===== src/rtl/mss_pkg.sv =====
`timescale 1ns / 1ps

package mss_pkg;

   // Field widths of the item channels
   localparam int CH_W      = 3;
   localparam int SAMPLE_W  = 16;
   localparam int STAMP_W   = 63;
   localparam int SMALL_W   = 17;
   localparam int MEAN_W    = 24;
   localparam int ENERGY_W  = 48;
   localparam int COUNT_W   = 40;
   localparam int TIME_W    = 64;
   localparam int SUM_W     = 48;

   // Channel kind flags: five bits per channel, five channels in the register
   localparam int KIND_W      = 5;
   localparam int KIND_GROUPS = 5;
   localparam int KINDS_W     = KIND_W * KIND_GROUPS;

   localparam logic [KIND_W-1:0] KIND_ENERGY = 5'h01;
   localparam logic [KIND_W-1:0] KIND_MEAN   = 5'h04;
   localparam logic [KIND_W-1:0] KIND_STAMP  = 5'h10;

   // Smallest-magnitude store before any sample
   localparam logic [SMALL_W-1:0] MIN_RESET = 17'h0FFFF;

   // Mean divider: |sum| scaled by 256
   localparam int DIVIDEND_W = SUM_W + 8;

   // Configuration register indexes
   localparam int CSR_INDEX_W = 2;
   localparam int CSR_DATA_W  = 64;
   localparam logic [CSR_INDEX_W-1:0] REG_CHANNEL_KINDS  = 2'd0;
   localparam logic [CSR_INDEX_W-1:0] REG_DURATION_LIMIT = 2'd1;

   typedef enum logic [4:0] {
      ST_IDLE     = 5'b00001,
      ST_UPDATE   = 5'b00010,
      ST_DIV_LOAD = 5'b00100,
      ST_DIV_RUN  = 5'b01000,
      ST_OUTPUT   = 5'b10000
   } mss_state_type;

   typedef struct packed {
      logic take_item;
      logic update;
      logic div_start;
      logic write_mean;
      logic load_out;
   } mss_cmd_type;

   typedef struct packed {
      logic mean_due;
      logic div_done;
   } mss_status_type;

   // Flag group of one channel; channels past the register have no flags
   function automatic logic [KIND_W-1:0] kinds_of(input logic [KINDS_W-1:0] kinds,
                                                  input logic [CH_W-1:0] ch);
      logic [KIND_W-1:0] res;
      case (ch)
         3'd0:    res = kinds[0*KIND_W +: KIND_W];
         3'd1:    res = kinds[1*KIND_W +: KIND_W];
         3'd2:    res = kinds[2*KIND_W +: KIND_W];
         3'd3:    res = kinds[3*KIND_W +: KIND_W];
         3'd4:    res = kinds[4*KIND_W +: KIND_W];
         default: res = '0;
      endcase
      return res;
   endfunction

endpackage


===== src/rtl/mss_ifs.sv =====
`timescale 1ns / 1ps

interface mss_req_if;
   logic                                valid;
   logic                                ready;
   logic [mss_pkg::CH_W-1:0]            channel;
   logic signed [mss_pkg::SAMPLE_W-1:0] sample_value;
   logic [mss_pkg::STAMP_W-1:0]         stamp;

   modport source (output valid, output channel, output sample_value, output stamp,
                   input ready);
   modport sink   (input valid, input channel, input sample_value, input stamp,
                   output ready);
endinterface

interface mss_rsp_if;
   logic                                valid;
   logic                                ready;
   logic [mss_pkg::CH_W-1:0]            out_channel;
   logic signed [mss_pkg::SMALL_W-1:0]  smallest;
   logic signed [mss_pkg::SAMPLE_W-1:0] largest;
   logic signed [mss_pkg::MEAN_W-1:0]   mean_q8;
   logic [mss_pkg::ENERGY_W-1:0]        energy_sum;
   logic [mss_pkg::COUNT_W-1:0]         sample_count;
   logic signed [mss_pkg::TIME_W-1:0]   elapsed;
   logic                                limit_reached;

   modport source (output valid, output out_channel, output smallest, output largest,
                   output mean_q8, output energy_sum, output sample_count,
                   output elapsed, output limit_reached, input ready);
   modport sink   (input valid, input out_channel, input smallest, input largest,
                   input mean_q8, input energy_sum, input sample_count,
                   input elapsed, input limit_reached, output ready);
endinterface

interface mss_csr_if;
   logic                               valid;
   logic                               ready;
   logic [mss_pkg::CSR_INDEX_W-1:0]    index;
   logic [mss_pkg::CSR_DATA_W-1:0]     data;

   modport source (output valid, output index, output data, input ready);
   modport sink   (input valid, input index, input data, output ready);
endinterface


===== src/rtl/mss_div.sv =====
`timescale 1ns / 1ps

module mss_div (
   input  logic                               clock,
   input  logic                               reset,
   input  logic                               start,
   input  logic [mss_pkg::DIVIDEND_W-1:0]     dividend,
   input  logic [mss_pkg::COUNT_W-1:0]        divisor,
   output logic [mss_pkg::DIVIDEND_W-1:0]     quotient,
   output logic                               done
);

   localparam int N_W    = mss_pkg::DIVIDEND_W;
   localparam int D_W    = mss_pkg::COUNT_W;
   localparam int STEP_W = $clog2(N_W);

   logic [N_W-1:0]    work_ff, work_in;
   logic [D_W-1:0]    rem_ff, rem_in;
   logic [D_W-1:0]    div_ff;
   logic [STEP_W-1:0] step_ff;
   logic              busy_ff;
   logic              done_ff;
   logic [D_W:0]      trial;
   logic [D_W:0]      diff;
   logic              fits;

   // One restoring step: bring down the next dividend bit, subtract if it fits
   always_comb begin
      trial   = {rem_ff, work_ff[N_W-1]};
      diff    = trial - {1'b0, div_ff};
      fits    = (trial >= {1'b0, div_ff});
      rem_in  = fits ? diff[D_W-1:0] : trial[D_W-1:0];
      work_in = {work_ff[N_W-2:0], fits};
   end

   always_ff @(posedge clock) begin
      if (reset) begin
         busy_ff <= 1'b0;
         done_ff <= 1'b0;
         step_ff <= '0;
      end else if (start) begin
         busy_ff <= 1'b1;
         done_ff <= 1'b0;
         step_ff <= '0;
      end else if (busy_ff) begin
         step_ff <= step_ff + 1'b1;
         if (step_ff == STEP_W'(N_W - 1)) begin
            busy_ff <= 1'b0;
            done_ff <= 1'b1;
         end
      end else begin
         done_ff <= 1'b0;
      end
   end

   // Operand and partial remainder registers
   always_ff @(posedge clock) begin
      if (start) begin
         work_ff <= dividend;
         rem_ff  <= '0;
         div_ff  <= divisor;
      end else if (busy_ff) begin
         work_ff <= work_in;
         rem_ff  <= rem_in;
      end
   end

   assign quotient = work_ff;
   assign done     = done_ff;

   // A new division never starts over one in flight
   a_no_restart: assert property (@(posedge clock) disable iff (reset)
      start |-> !busy_ff)
      else $error("divider started while busy");

endmodule


===== src/rtl/mss_ctrl.sv =====
`timescale 1ns / 1ps

module mss_ctrl (
   input  logic                    clock,
   input  logic                    reset,
   input  logic                    req_valid,
   output logic                    req_ready,
   output logic                    rsp_valid,
   input  logic                    rsp_ready,
   input  mss_pkg::mss_status_type status,
   output mss_pkg::mss_cmd_type    cmd
);

   mss_pkg::mss_state_type state_ff, state_in;
   logic                   rsp_valid_ff, rsp_valid_in;

   // Sequence one item: update, optional mean division, hand over the result
   always_comb begin
      cmd      = '0;
      state_in = state_ff;
      unique case (state_ff)
         mss_pkg::ST_IDLE: begin
            if (req_valid) begin
               cmd.take_item = 1'b1;
               state_in      = mss_pkg::ST_UPDATE;
            end
         end
         mss_pkg::ST_UPDATE: begin
            cmd.update = 1'b1;
            state_in   = status.mean_due ? mss_pkg::ST_DIV_LOAD : mss_pkg::ST_OUTPUT;
         end
         mss_pkg::ST_DIV_LOAD: begin
            cmd.div_start = 1'b1;
            state_in      = mss_pkg::ST_DIV_RUN;
         end
         mss_pkg::ST_DIV_RUN: begin
            if (status.div_done) begin
               cmd.write_mean = 1'b1;
               state_in       = mss_pkg::ST_OUTPUT;
            end
         end
         mss_pkg::ST_OUTPUT: begin
            if (!rsp_valid_ff || rsp_ready) begin
               cmd.load_out = 1'b1;
               state_in     = mss_pkg::ST_IDLE;
            end
         end
         default: state_in = mss_pkg::ST_IDLE;
      endcase
   end

   // Hold the result until taken
   always_comb begin
      if (cmd.load_out) begin
         rsp_valid_in = 1'b1;
      end else if (rsp_ready) begin
         rsp_valid_in = 1'b0;
      end else begin
         rsp_valid_in = rsp_valid_ff;
      end
   end

   always_ff @(posedge clock) begin
      if (reset) begin
         state_ff     <= mss_pkg::ST_IDLE;
         rsp_valid_ff <= 1'b0;
      end else begin
         state_ff     <= state_in;
         rsp_valid_ff <= rsp_valid_in;
      end
   end

   assign req_ready = (state_ff == mss_pkg::ST_IDLE);
   assign rsp_valid = rsp_valid_ff;

   a_done_in_run: assert property (@(posedge clock) disable iff (reset)
      status.div_done |-> (state_ff == mss_pkg::ST_DIV_RUN))
      else $error("division finished outside the run state");

   a_update_exit: assert property (@(posedge clock) disable iff (reset)
      (state_ff == mss_pkg::ST_UPDATE) |=>
         (state_ff == mss_pkg::ST_DIV_LOAD || state_ff == mss_pkg::ST_OUTPUT))
      else $error("update left to an unexpected state");

   a_div_not_instant: assert property (@(posedge clock) disable iff (reset)
      cmd.div_start |=> !status.div_done)
      else $error("division reported done right after start");

endmodule


===== src/rtl/mss_dpath.sv =====
`timescale 1ns / 1ps

module mss_dpath #(
   parameter int CHANNELS = 5
) (
   input  logic                                 clock,
   input  logic                                 reset,
   input  mss_pkg::mss_cmd_type                 cmd,
   output mss_pkg::mss_status_type              status,
   input  logic [mss_pkg::CH_W-1:0]             req_channel,
   input  logic signed [mss_pkg::SAMPLE_W-1:0]  req_sample_value,
   input  logic [mss_pkg::STAMP_W-1:0]          req_stamp,
   input  logic                                 csr_write,
   input  logic [mss_pkg::CSR_INDEX_W-1:0]      csr_index,
   input  logic [mss_pkg::CSR_DATA_W-1:0]       csr_data,
   output logic [mss_pkg::CH_W-1:0]             rsp_out_channel,
   output logic signed [mss_pkg::SMALL_W-1:0]   rsp_smallest,
   output logic signed [mss_pkg::SAMPLE_W-1:0]  rsp_largest,
   output logic signed [mss_pkg::MEAN_W-1:0]    rsp_mean_q8,
   output logic [mss_pkg::ENERGY_W-1:0]         rsp_energy_sum,
   output logic [mss_pkg::COUNT_W-1:0]          rsp_sample_count,
   output logic signed [mss_pkg::TIME_W-1:0]    rsp_elapsed,
   output logic                                 rsp_limit_reached
);

   localparam int IDX_W    = (CHANNELS > 1) ? $clog2(CHANNELS) : 1;
   localparam int CH_W     = mss_pkg::CH_W;
   localparam int SAMPLE_W = mss_pkg::SAMPLE_W;
   localparam int SMALL_W  = mss_pkg::SMALL_W;
   localparam int MEAN_W   = mss_pkg::MEAN_W;
   localparam int ENERGY_W = mss_pkg::ENERGY_W;
   localparam int COUNT_W  = mss_pkg::COUNT_W;
   localparam int TIME_W   = mss_pkg::TIME_W;
   localparam int SUM_W    = mss_pkg::SUM_W;
   localparam int KIND_W   = mss_pkg::KIND_W;
   localparam int N_W      = mss_pkg::DIVIDEND_W;

   localparam logic [COUNT_W-1:0] COUNT_MAX = {COUNT_W{1'b1}};
   localparam logic [SUM_W-1:0]   SUM_MAX   = {1'b0, {(SUM_W-1){1'b1}}};
   localparam logic [SUM_W-1:0]   SUM_MIN   = {1'b1, {(SUM_W-1){1'b0}}};
   localparam logic [MEAN_W-1:0]  MEAN_MAX  = {1'b0, {(MEAN_W-1){1'b1}}};
   localparam logic [MEAN_W-1:0]  MEAN_MIN  = {1'b1, {(MEAN_W-1){1'b0}}};

   function automatic logic [SMALL_W-1:0] mag17(input logic [SMALL_W-1:0] x);
      return x[SMALL_W-1] ? SMALL_W'(~x + 1'b1) : x;
   endfunction

   // Configuration registers
   logic [mss_pkg::KINDS_W-1:0] kinds_ff;
   logic [TIME_W-1:0]           limit_ff;

   // Item registers
   logic [CH_W-1:0]     ch_ff;
   logic [SAMPLE_W-1:0] val_ff;
   logic [TIME_W-2:0]   stamp_ff;

   // Per-channel statistics
   logic [SMALL_W-1:0]  min_ff    [CHANNELS];
   logic [SAMPLE_W-1:0] max_ff    [CHANNELS];
   logic [SUM_W-1:0]    sum_ff    [CHANNELS];
   logic [MEAN_W-1:0]   mean_ff   [CHANNELS];
   logic [ENERGY_W-1:0] energy_ff [CHANNELS];

   // Global statistics
   logic [COUNT_W-1:0] count_ff;
   logic [TIME_W-1:0]  origin_ff;
   logic [TIME_W-1:0]  elapsed_ff;

   logic               neg_ff;

   logic [IDX_W-1:0]    idx;
   logic                in_range;
   logic [KIND_W-1:0]   kinds;
   logic                is_stamp;
   logic                has_mean;
   logic                has_energy;
   logic [SMALL_W-1:0]  val_ext;
   logic [SMALL_W-1:0]  val_mag;
   logic [SMALL_W-1:0]  min_mag;
   logic [SMALL_W-1:0]  max_mag;
   logic [SUM_W:0]      sum_wide;
   logic [SUM_W-1:0]    sum_in;
   logic [ENERGY_W:0]   energy_wide;
   logic [ENERGY_W-1:0] energy_in;
   logic [TIME_W-1:0]   elapsed_in;
   logic [SUM_W-1:0]    sum_cur;
   logic [SUM_W-1:0]    sum_abs;
   logic [N_W-1:0]      quotient;
   logic                div_done;
   logic                q_big;
   logic [MEAN_W-1:0]   mean_in;
   logic                limit_in;

   // Take the item
   always_ff @(posedge clock) begin
      if (cmd.take_item) begin
         ch_ff    <= req_channel;
         val_ff   <= req_sample_value;
         stamp_ff <= req_stamp;
      end
   end

   // Write configuration
   always_ff @(posedge clock) begin
      if (reset) begin
         kinds_ff <= '0;
         limit_ff <= '1;
      end else if (csr_write) begin
         unique case (csr_index)
            mss_pkg::REG_CHANNEL_KINDS:  kinds_ff <= csr_data[mss_pkg::KINDS_W-1:0];
            mss_pkg::REG_DURATION_LIMIT: limit_ff <= csr_data;
            default: ;
         endcase
      end
   end

   // Decode the item's channel
   assign in_range   = ({1'b0, ch_ff} < (CH_W+1)'(CHANNELS));
   assign idx        = ch_ff[IDX_W-1:0];
   assign kinds      = mss_pkg::kinds_of(kinds_ff, ch_ff);
   assign is_stamp   = |(kinds & mss_pkg::KIND_STAMP);
   assign has_mean   = |(kinds & mss_pkg::KIND_MEAN);
   assign has_energy = |(kinds & mss_pkg::KIND_ENERGY);

   // Magnitudes, saturating sums and elapsed time
   always_comb begin
      val_ext     = {val_ff[SAMPLE_W-1], val_ff};
      val_mag     = mag17(val_ext);
      min_mag     = mag17(min_ff[idx]);
      max_mag     = mag17({max_ff[idx][SAMPLE_W-1], max_ff[idx]});

      sum_wide    = {sum_ff[idx][SUM_W-1], sum_ff[idx]}
                    + {{(SUM_W+1-SAMPLE_W){val_ff[SAMPLE_W-1]}}, val_ff};
      if (sum_wide[SUM_W] != sum_wide[SUM_W-1]) begin
         sum_in = sum_wide[SUM_W] ? SUM_MIN : SUM_MAX;
      end else begin
         sum_in = sum_wide[SUM_W-1:0];
      end

      energy_wide = {1'b0, energy_ff[idx]} + {{(ENERGY_W+1-SMALL_W){1'b0}}, val_mag};
      energy_in   = energy_wide[ENERGY_W] ? {ENERGY_W{1'b1}} : energy_wide[ENERGY_W-1:0];

      elapsed_in  = {1'b0, stamp_ff} - origin_ff;
   end

   assign status.mean_due = in_range && !is_stamp && has_mean
                            && ((count_ff != '0) || (ch_ff == '0));
   assign status.div_done = div_done;

   // Divider operands: |sum| * 256 over the scan count
   assign sum_cur = sum_ff[idx];
   assign sum_abs = sum_cur[SUM_W-1] ? SUM_W'(~sum_cur + 1'b1) : sum_cur;

   mss_div u_div (
      .clock    (clock),
      .reset    (reset),
      .start    (cmd.div_start),
      .dividend ({sum_abs, 8'h00}),
      .divisor  (count_ff),
      .quotient (quotient),
      .done     (div_done)
   );

   always_ff @(posedge clock) begin
      if (cmd.div_start) begin
         neg_ff <= sum_cur[SUM_W-1];
      end
   end

   // Saturate the quotient to the Q8 range and restore the sign
   always_comb begin
      q_big = |quotient[N_W-1:MEAN_W-1];
      if (neg_ff) begin
         mean_in = q_big ? MEAN_MIN : MEAN_W'(~{1'b0, quotient[MEAN_W-2:0]} + 1'b1);
      end else begin
         mean_in = q_big ? MEAN_MAX : {1'b0, quotient[MEAN_W-2:0]};
      end
   end

   // Update the statistics of the item's channel
   always_ff @(posedge clock) begin
      if (reset) begin
         for (int c = 0; c < CHANNELS; c++) begin
            min_ff[c]    <= mss_pkg::MIN_RESET;
            max_ff[c]    <= '0;
            sum_ff[c]    <= '0;
            mean_ff[c]   <= '0;
            energy_ff[c] <= '0;
         end
         count_ff   <= '0;
         origin_ff  <= '0;
         elapsed_ff <= '0;
      end else begin
         if (cmd.update && in_range) begin
            if ((ch_ff == '0) && (count_ff != COUNT_MAX)) begin
               count_ff <= count_ff + 1'b1;
            end
            if (is_stamp) begin
               elapsed_ff <= elapsed_in;
               if (origin_ff == '0) begin
                  origin_ff <= elapsed_in;
               end
            end else begin
               if (min_mag > val_mag) begin
                  min_ff[idx] <= val_ext;
               end
               if (max_mag < val_mag) begin
                  max_ff[idx] <= val_ff;
               end
               if (has_mean) begin
                  sum_ff[idx] <= sum_in;
               end
               if (has_energy) begin
                  energy_ff[idx] <= energy_in;
               end
            end
         end
         if (cmd.write_mean) begin
            mean_ff[idx] <= mean_in;
         end
      end
   end

   assign limit_in = !limit_ff[TIME_W-1] && (limit_ff != '0)
                     && ($signed(elapsed_ff) >= $signed(limit_ff));

   // Load the output register
   always_ff @(posedge clock) begin
      if (cmd.load_out) begin
         rsp_out_channel   <= ch_ff;
         rsp_sample_count  <= count_ff;
         rsp_elapsed       <= elapsed_ff;
         rsp_limit_reached <= limit_in;
         if (in_range) begin
            rsp_smallest   <= min_ff[idx];
            rsp_largest    <= max_ff[idx];
            rsp_mean_q8    <= mean_ff[idx];
            rsp_energy_sum <= energy_ff[idx];
         end else begin
            rsp_smallest   <= mss_pkg::MIN_RESET;
            rsp_largest    <= '0;
            rsp_mean_q8    <= '0;
            rsp_energy_sum <= '0;
         end
      end
   end

endmodule


===== src/rtl/multichannel_sample_statistics.sv =====
`timescale 1ns / 1ps
// An accepted item updates its channel, then, when it updates a mean, runs the bit-serial
// mean divider (56 quotient bits, one per cycle), and is then loaded into the output register;
// one item is in work at a time, and no new item is accepted until its result is loaded.
// A waiting result sits in an output register while the next item is accepted.
// Reset (synchronous, active high) clears all statistics, flags and the duration limit
// (to -1); configuration writes are taken at any time.

module multichannel_sample_statistics #(
   parameter int CHANNELS = 5
) (
   input  logic      clock,
   input  logic      reset,
   mss_req_if.sink   req_bus,
   mss_rsp_if.source rsp_bus,
   mss_csr_if.sink   csr_bus
);

   mss_pkg::mss_cmd_type    cmd;
   mss_pkg::mss_status_type status;

   // Register writes are always taken
   assign csr_bus.ready = 1'b1;

   mss_ctrl u_ctrl (
      .clock     (clock),
      .reset     (reset),
      .req_valid (req_bus.valid),
      .req_ready (req_bus.ready),
      .rsp_valid (rsp_bus.valid),
      .rsp_ready (rsp_bus.ready),
      .status    (status),
      .cmd       (cmd)
   );

   mss_dpath #(
      .CHANNELS (CHANNELS)
   ) u_dpath (
      .clock             (clock),
      .reset             (reset),
      .cmd               (cmd),
      .status            (status),
      .req_channel       (req_bus.channel),
      .req_sample_value  (req_bus.sample_value),
      .req_stamp         (req_bus.stamp),
      .csr_write         (csr_bus.valid),
      .csr_index         (csr_bus.index),
      .csr_data          (csr_bus.data),
      .rsp_out_channel   (rsp_bus.out_channel),
      .rsp_smallest      (rsp_bus.smallest),
      .rsp_largest       (rsp_bus.largest),
      .rsp_mean_q8       (rsp_bus.mean_q8),
      .rsp_energy_sum    (rsp_bus.energy_sum),
      .rsp_sample_count  (rsp_bus.sample_count),
      .rsp_elapsed       (rsp_bus.elapsed),
      .rsp_limit_reached (rsp_bus.limit_reached)
   );

endmodule


===== src/flat_wrapper.sv =====
// flat-port wrapper written by rule: the top's interface ports become plain ports
module multichannel_sample_statistics_flat 
#(
   parameter int CHANNELS = 5
)
  (clock, reset, req_bus_valid, req_bus_channel, req_bus_sample_value, req_bus_stamp, req_bus_ready, rsp_bus_valid, rsp_bus_out_channel, rsp_bus_smallest, rsp_bus_largest, rsp_bus_mean_q8, rsp_bus_energy_sum, rsp_bus_sample_count, rsp_bus_elapsed, rsp_bus_limit_reached, rsp_bus_ready, csr_bus_valid, csr_bus_index, csr_bus_data, csr_bus_ready);
  mss_req_if req_bus_i ();
  mss_rsp_if rsp_bus_i ();
  mss_csr_if csr_bus_i ();
  input  logic clock;
  input  logic reset;
  input wire logic [$bits(req_bus_i.valid)-1:0] req_bus_valid;
  input wire logic [$bits(req_bus_i.channel)-1:0] req_bus_channel;
  input wire logic [$bits(req_bus_i.sample_value)-1:0] req_bus_sample_value;
  input wire logic [$bits(req_bus_i.stamp)-1:0] req_bus_stamp;
  output wire logic [$bits(req_bus_i.ready)-1:0] req_bus_ready;
  output wire logic [$bits(rsp_bus_i.valid)-1:0] rsp_bus_valid;
  output wire logic [$bits(rsp_bus_i.out_channel)-1:0] rsp_bus_out_channel;
  output wire logic [$bits(rsp_bus_i.smallest)-1:0] rsp_bus_smallest;
  output wire logic [$bits(rsp_bus_i.largest)-1:0] rsp_bus_largest;
  output wire logic [$bits(rsp_bus_i.mean_q8)-1:0] rsp_bus_mean_q8;
  output wire logic [$bits(rsp_bus_i.energy_sum)-1:0] rsp_bus_energy_sum;
  output wire logic [$bits(rsp_bus_i.sample_count)-1:0] rsp_bus_sample_count;
  output wire logic [$bits(rsp_bus_i.elapsed)-1:0] rsp_bus_elapsed;
  output wire logic [$bits(rsp_bus_i.limit_reached)-1:0] rsp_bus_limit_reached;
  input wire logic [$bits(rsp_bus_i.ready)-1:0] rsp_bus_ready;
  input wire logic [$bits(csr_bus_i.valid)-1:0] csr_bus_valid;
  input wire logic [$bits(csr_bus_i.index)-1:0] csr_bus_index;
  input wire logic [$bits(csr_bus_i.data)-1:0] csr_bus_data;
  output wire logic [$bits(csr_bus_i.ready)-1:0] csr_bus_ready;
  assign req_bus_i.valid = req_bus_valid;
  assign req_bus_i.channel = req_bus_channel;
  assign req_bus_i.sample_value = req_bus_sample_value;
  assign req_bus_i.stamp = req_bus_stamp;
  assign req_bus_ready = req_bus_i.ready;
  assign rsp_bus_valid = rsp_bus_i.valid;
  assign rsp_bus_out_channel = rsp_bus_i.out_channel;
  assign rsp_bus_smallest = rsp_bus_i.smallest;
  assign rsp_bus_largest = rsp_bus_i.largest;
  assign rsp_bus_mean_q8 = rsp_bus_i.mean_q8;
  assign rsp_bus_energy_sum = rsp_bus_i.energy_sum;
  assign rsp_bus_sample_count = rsp_bus_i.sample_count;
  assign rsp_bus_elapsed = rsp_bus_i.elapsed;
  assign rsp_bus_limit_reached = rsp_bus_i.limit_reached;
  assign rsp_bus_i.ready = rsp_bus_ready;
  assign csr_bus_i.valid = csr_bus_valid;
  assign csr_bus_i.index = csr_bus_index;
  assign csr_bus_i.data = csr_bus_data;
  assign csr_bus_ready = csr_bus_i.ready;
  multichannel_sample_statistics #(.CHANNELS(CHANNELS)) u_core (.clock(clock), .reset(reset), .req_bus(req_bus_i), .rsp_bus(rsp_bus_i), .csr_bus(csr_bus_i));
endmodule

===== config.mk =====
export PLATFORM = sky130hd
export DESIGN_NAME = multichannel_sample_statistics_flat
export DESIGN_NICKNAME = d
export VERILOG_FILES = /design/src/rtl/mss_pkg.sv /design/src/rtl/mss_ifs.sv /design/src/rtl/mss_div.sv /design/src/rtl/mss_ctrl.sv /design/src/rtl/mss_dpath.sv /design/src/rtl/multichannel_sample_statistics.sv /design/src/flat_wrapper.sv
export SDC_FILE = /design/constraint.sdc
export NUM_CORES = 2
export LEC_CHECK = 0
export ABC_AREA = 1
export BUFFER_PORTS_ARGS = -buffer_cell sky130_fd_sc_hd__clkbuf_2
export CAP_MARGIN = 25
export CORE_MARGIN = 5
export CORE_UTILIZATION = 35
export DETAILED_ROUTE_END_ITERATION = 7
export PLACE_DENSITY = 0.47
export SLEW_MARGIN = 20
export SYNTH_ARGS = -nofsm -noshare
export SYNTH_HDL_FRONTEND = slang
export SYNTH_HIERARCHICAL = 1
export SYNTH_SLANG_ARGS = --single-unit

===== constraint.sdc =====
create_clock -name clock -period 10.4 [get_ports clock]
set_input_delay 2.6 -clock clock [delete_from_list [all_inputs] [get_ports clock]]
set_output_delay 2.6 -clock clock [all_outputs]
set_load 0.005 [all_outputs]

Yosys cells after proc, flatten, opt, wreduce, memory -nomap -nowiden

Memories as Yosys holds them, arrays and structs flattened. A register that Yosys moved wholly into a read port is not among the register bits.
Index checks and enable logic that the tools add are counted.

Add/sub/neg operators: 11
Multipliers: 0
Divide/modulo/power cells: 0
Magnitude comparators: 5
Equality and inequality tests: 16
Shift operators: 0
Multiplexer cells: 76
Bitwise operators: 6
Reduce and logical (&&, ||, !) cells: 34

Operators with widths:

| kind                                          | count |
|---|---|
| 2-to-1 mux 48 bit                             | 6 |
| 2-to-1 mux 56 bit                             | 2 |
| OR reduction 48 bit                           | 2 |
| 2-to-1 mux 24 bit                             | 3 |
| 2-to-1 mux 17 bit                             | 4 |
| >= comparator 64 bit                          | 1 |
| logical NOT 64 bit                            | 1 |
| nonzero test 64 bit                           | 1 |
| subtractor 63 x 64 -> 64 bit                  | 1 |
| adder 17 x 1 -> 17 bit, second input constant | 3 |
| NOT 17 bit                                    | 3 |
| case mux 5 bit (5 select lines)               | 2 |
| adder 48 x 16 -> 49 bit                       | 1 |
| adder 48 x 17 -> 49 bit                       | 1 |
| adder 48 x 1 -> 48 bit, second input constant | 1 |
| NOT 48 bit                                    | 1 |
| 2-to-1 mux 1 bit                              | 43 |
| >= comparator 41 x 40 -> 1 bit                | 1 |
| adder 40 x 1 -> 40 bit, second input constant | 1 |
| 2-to-1 mux 40 bit                             | 1 |
| inequality test 40 bit, second input constant | 1 |
| nonzero test 40 bit                           | 1 |
| subtractor 40 bit                             | 1 |
| OR reduction 33 bit                           | 1 |
| 36 further kinds                              | 65 |

Register bits after elaboration: 679
Latch bits: 0
RAM bits: 765
Memory bits (read-only): 0
Output and inout bits: 216
Memories kept: 5

Memories:

| memory                   | words | width | read ports | clocked after memory_dff | wr ports | RTL line        | source |
|---|---|---|---|---|---|---|---|
| u_core.u_dpath.energy_ff | 5     | 48    | 1          | 1                        | 5        | mss_dpath.sv:62 | `logic [ENERGY_W-1:0] energy_ff [CHANNELS];` |
| u_core.u_dpath.sum_ff    | 5     | 48    | 1          | 1                        | 5        | mss_dpath.sv:60 | `logic [SUM_W-1:0] sum_ff [CHANNELS];` |
| u_core.u_dpath.mean_ff   | 5     | 24    | 1          | 1                        | 5        | mss_dpath.sv:61 | `logic [MEAN_W-1:0] mean_ff [CHANNELS];` |
| u_core.u_dpath.min_ff    | 5     | 17    | 1          | 1                        | 5        | mss_dpath.sv:58 | `logic [SMALL_W-1:0] min_ff [CHANNELS];` |
| u_core.u_dpath.max_ff    | 5     | 16    | 1          | 1                        | 5        | mss_dpath.sv:59 | `logic [SAMPLE_W-1:0] max_ff [CHANNELS];` |

Depth between registers and ports, before layout

Depth after elaboration: 11
Gate-level depth with buffers: 32
Depth with buffers taken out: 27

Hierarchy

The synthesis kept the hierarchy.

Modules (own cells, without submodules):

| module                         | times used | cells each | area each (µm²) |
|---|---|---|---|
| mss_dpath                      | 1          | 10124      | 90078.9 |
| mss_div                        | 1          | 1309       | 9170.0 |
| mss_ctrl                       | 1          | 52         | 374.1 |
| multichannel_sample_statistics | 1          | 2          | 11.3 |

Worst setup path after synthesis

OpenSTA, ideal clock, no wires.

Kind: input-to-reg
Start point: in req_bus_valid
End point: reg (tool-made name)
Setup time: 318 ps
Arrival: 6596 ps
Path slack: 3486 ps
Cell stages on the path: 3
Buffers on the path: 0
Path through: inv_1 -> nor2_1 -> o21ai_0

RTL lines:

| what            | RTL line           | source |
|---|---|---|
| start, declared | flat_wrapper.sv:12 | `input wire logic [$bits(req_bus_i.valid)-1:0] req_bus_valid;` |

==> flow_summary.yaml <==
status:
  status: "complete, no violations"
die:
  dieWidth_um: 543.5
  die_h_um: 543.5
  rows: 195
  start_util_pct: 35.23
  dieArea_um2: 295400
  io_pins: 369
  core_area_um2: 282800
timing:
  setup_viol: 0
  hold_viol: 0
  worst_slew_pin_slew_ns: 1.092
  slew_headroom_pct: 27.09
  skew_ns: 0.06556
  slew_violations: 0
  period_needed_ns: 6.916
  timing.final.ws_setup_ns: 3.484
  max_freq_mhz: 144.6
  rsz0062_at_grt: "no"
  fin_setup_tns_ns: 0
  fin_crit_sh_pct: 66.50
detailed_routing:
  drtAntennaViolNets: 0
  drt-initial-drc-count: 6909
  routed_via_density: 5.092
  vias: 81532
  dr.pass1.iters: 6
  drcViolationCount: 0
  routed_wl_um: 355800
  routedWlPerCell_um: 22.22
power:
  power_density_nw_per_um2: 215.1
  vdd_drop_max_mv: 0.1725
  p_leak_nw: 48.24
cts:
  clockRootBuffer: "clkbuf_16"
  htreeDepth: 4
  clock_latency_ns: 0.90
  cts_resized: 0
  cts_setup_buffers: 0
  clock-sinks: 1917
  cts_max_path_buffers: 4
  tritoncts: "built"
  numCtsBuffers: 218
  clk_pin_slew_ns: 0.06
  ctsHoldBuffers: 0
place:
  dp_slack_ns: 3.437
  dpl.hpwl_um: 248500
  place.gp.congestion: 0.9231
  numPortBuffers: 367
setup_path:
  worst_path_max_delay_cell: "buf_4"
  crit_top_cell: "nand2_1"
  crit_type: "flop to flop"
  end_kind: "flop"
  setup.worst_path.start_class: "flop"
  cp_data_required_time_ns: 10.95
  crit_fanout: 90
  worstPathCellList: "inv_4 > buf_4 > nand2_1 > o21ai_1 > ha_1 > inv_1 > fa_1 > inv_1 > nand3_1 > nand2_1 > nand2_1 > nand2_1 > nand2_1 > nand2_1 > nand2_1 > nand3_1 > nand2_1 > nand2_1 > nor2_1 > inv_6 > buf_4 > nand2_1"
  reg2reg_depth: 22
  critPathArrivalTime_ns: 7.46
  max_stage_delay_ns: 0.84
flow_run:
  drv_cap: 0
logic_synthesis:
  ys_types: 62
  ys_async_sr_fraction_pct: 0
  ys_ff_latch: 1917
  postSynthCellCount: 11487
  yosysTopAreaCell: "edfxtp_1"
  synth-warning-count: 6
  synth_commonest_cells: "2664 x nand2_1, 1718 x nor2_1, 1613 x edfxtp_1, 1378 x inv_1, 687 x o21ai_0"
  avgSynthCellArea_um2: 8.674
  synth.top_cell.area_share_pct: 48.61
  synthMostInstantiatedCell: "nand2_1"
  ys.flop_type: "edfxtp_1"
  synth_area_leaders: "edfxtp_1 49%, nand2_1 10%, nor2_1 6.5%"
  synth_edf_count: 1613
  seq_area_frac_synth_pct: 54.72
  synth_area_um2: 99630
layout:
  fillers: 28707
  area_growth_pct: 13.90
  fin_util_pct: 40.13
  num-nets-final: 12520
  drive_above_1_share_pct: 7.837
global_route:
  overflow: 0
  grt_max_degree: 191
  grt_pass1_wl_um: 520500
  first_global_vias: 79049
  grt_antenna_before_repair: 19
  grt_usage_pct: 23.26
min_path:
  hp-class: "flop to flop"
  holdPathStages: 2
==> power by group <==
part           internal (mW)  switching, mW  leakage (nW)
clock                   4.38           3.20          3.39
combinational           1.70           5.50          26.8
sequential              9.40          0.227          18.0
==> worst max-delay path: cells and delay by family, from the launching register on <==
| family | cells | cell delay, ns |
|---|---|---|
| flip-flops | 1 | 0.45 |
| AND/OR/NAND/NOR | 13 | 1.86 |
| buffers and inverters | 6 | 2.56 |
| AO/OA/AOI/OAI | 1 | 0.52 |
| adder cells (fa/ha/maj) | 2 | 1.02 |
==> cell families (layout without fill, tap and decap cells) <==
| family | after synthesis | in the layout | share of synthesized area (%) |
|---|---|---|---|
| adder cells (fa/ha/maj) | 277 | 277 | 3.509 |
| buffers and inverters | 1908 | 2290 | 7.708 |
| flip-flops | 1917 | 1917 | 54.72 |
| AND/OR/NAND/NOR | 5467 | 5467 | 22.81 |
| multiplexers | 2 | 2 | 0.02009 |
| AO/OA/AOI/OAI | 1725 | 1725 | 9.567 |
| XOR/XNOR | 188 | 188 | 1.653 |
| other | 3 | 402 | 0.01130 |
==> per-stage QoR <==
step,std cells,hold slack [ns],power (mW),area (um2)
3_5_place_dp,15610,0.4570,16.99,106500
6_report,16011,0.4614,24.41,113500
4_1_cts,16003,0.4625,24.66,113400
5_1_grt,16007,0.4820,25.71,113500
2_1_floorplan,11881,0.4206,14.26,101100
3_3_place_gp,15603,0.4481,16.92,106400
==> flip-flops by register name, indices dropped and copies added (netlist names), 48 cells and up, named ones only <==
register,count
u_core/u_dpath/energy_ff,384
u_core/u_dpath/sum_ff,384
u_core/u_dpath/mean_ff,192
u_core/u_dpath/min_ff,133
u_core/u_dpath/max_ff,128
u_core/u_dpath/elapsed_ff,64
u_core/u_dpath/limit_ff,64
u_core/u_dpath/origin_ff,64
u_core/u_dpath/rsp_elapsed,64
u_core/u_dpath/stamp_ff,63
u_core/u_dpath/u_div/quotient,56
u_core/u_dpath/rsp_energy_sum,48
==> placed cells by master (no fill, tap or decap), drive strengths merged, types with 55 or more instances in the layout <==
master and instances:
nand2 2686, nor2 1756, edfxtp 1613, inv 1405
o21ai 757, clkbuf 641, a21oi 622, nand3 596
conb 397, dfxtp 304, ha 273, nand4 191
xor2 133, buf 120, clkinv 97, o211ai 96
nor3 91, o22ai 62, nor4 62, xnor2 55
==> layer usage <==
| metal | wire (um) | global-route usage (%) | vias up |
|---|---|---|---|
| met1 | 161900 | 32.77 | 39603 |
| li1 | - | - | 39023 |
| met5 | 20 | 0 | - |
| met2 | 162500 | 37.65 | 2431 |
| met4 | 10700 | 6.683 | 2 |
| met3 | 20680 | 2.925 | 473 |
==> path summary, 6_finish.rpt <==
kind                              startpoint  slack, ns                           end
setup / recovery                        flop       3.48  u_core/u_dpath/sum_ff[6][26]
hold / removal    u_core/u_dpath/kinds_ff[9]       0.46    u_core/u_dpath/kinds_ff[9]
setup reg to reg                        flop       3.48  u_core/u_dpath/sum_ff[6][26]
hold reg to reg   u_core/u_dpath/kinds_ff[9]       0.46    u_core/u_dpath/kinds_ff[9]
==> area by class of cell <==
type,instances,area (um2),share of cell area [%]
Tap cell,3743,4683,4.127
Antenna cell,5,12.51,0.01103
Sequential cell,1917,54530,48.06
Timing Repair Buffer,486,2895,2.551
Inverter,1411,5339,4.705
Clock buffer,275,5839,5.146
Clock inverter,118,1102,0.9714
Multi-Input combinational cell,8056,39080,34.43
No activity file was read; power rests on OpenSTA's default activity.
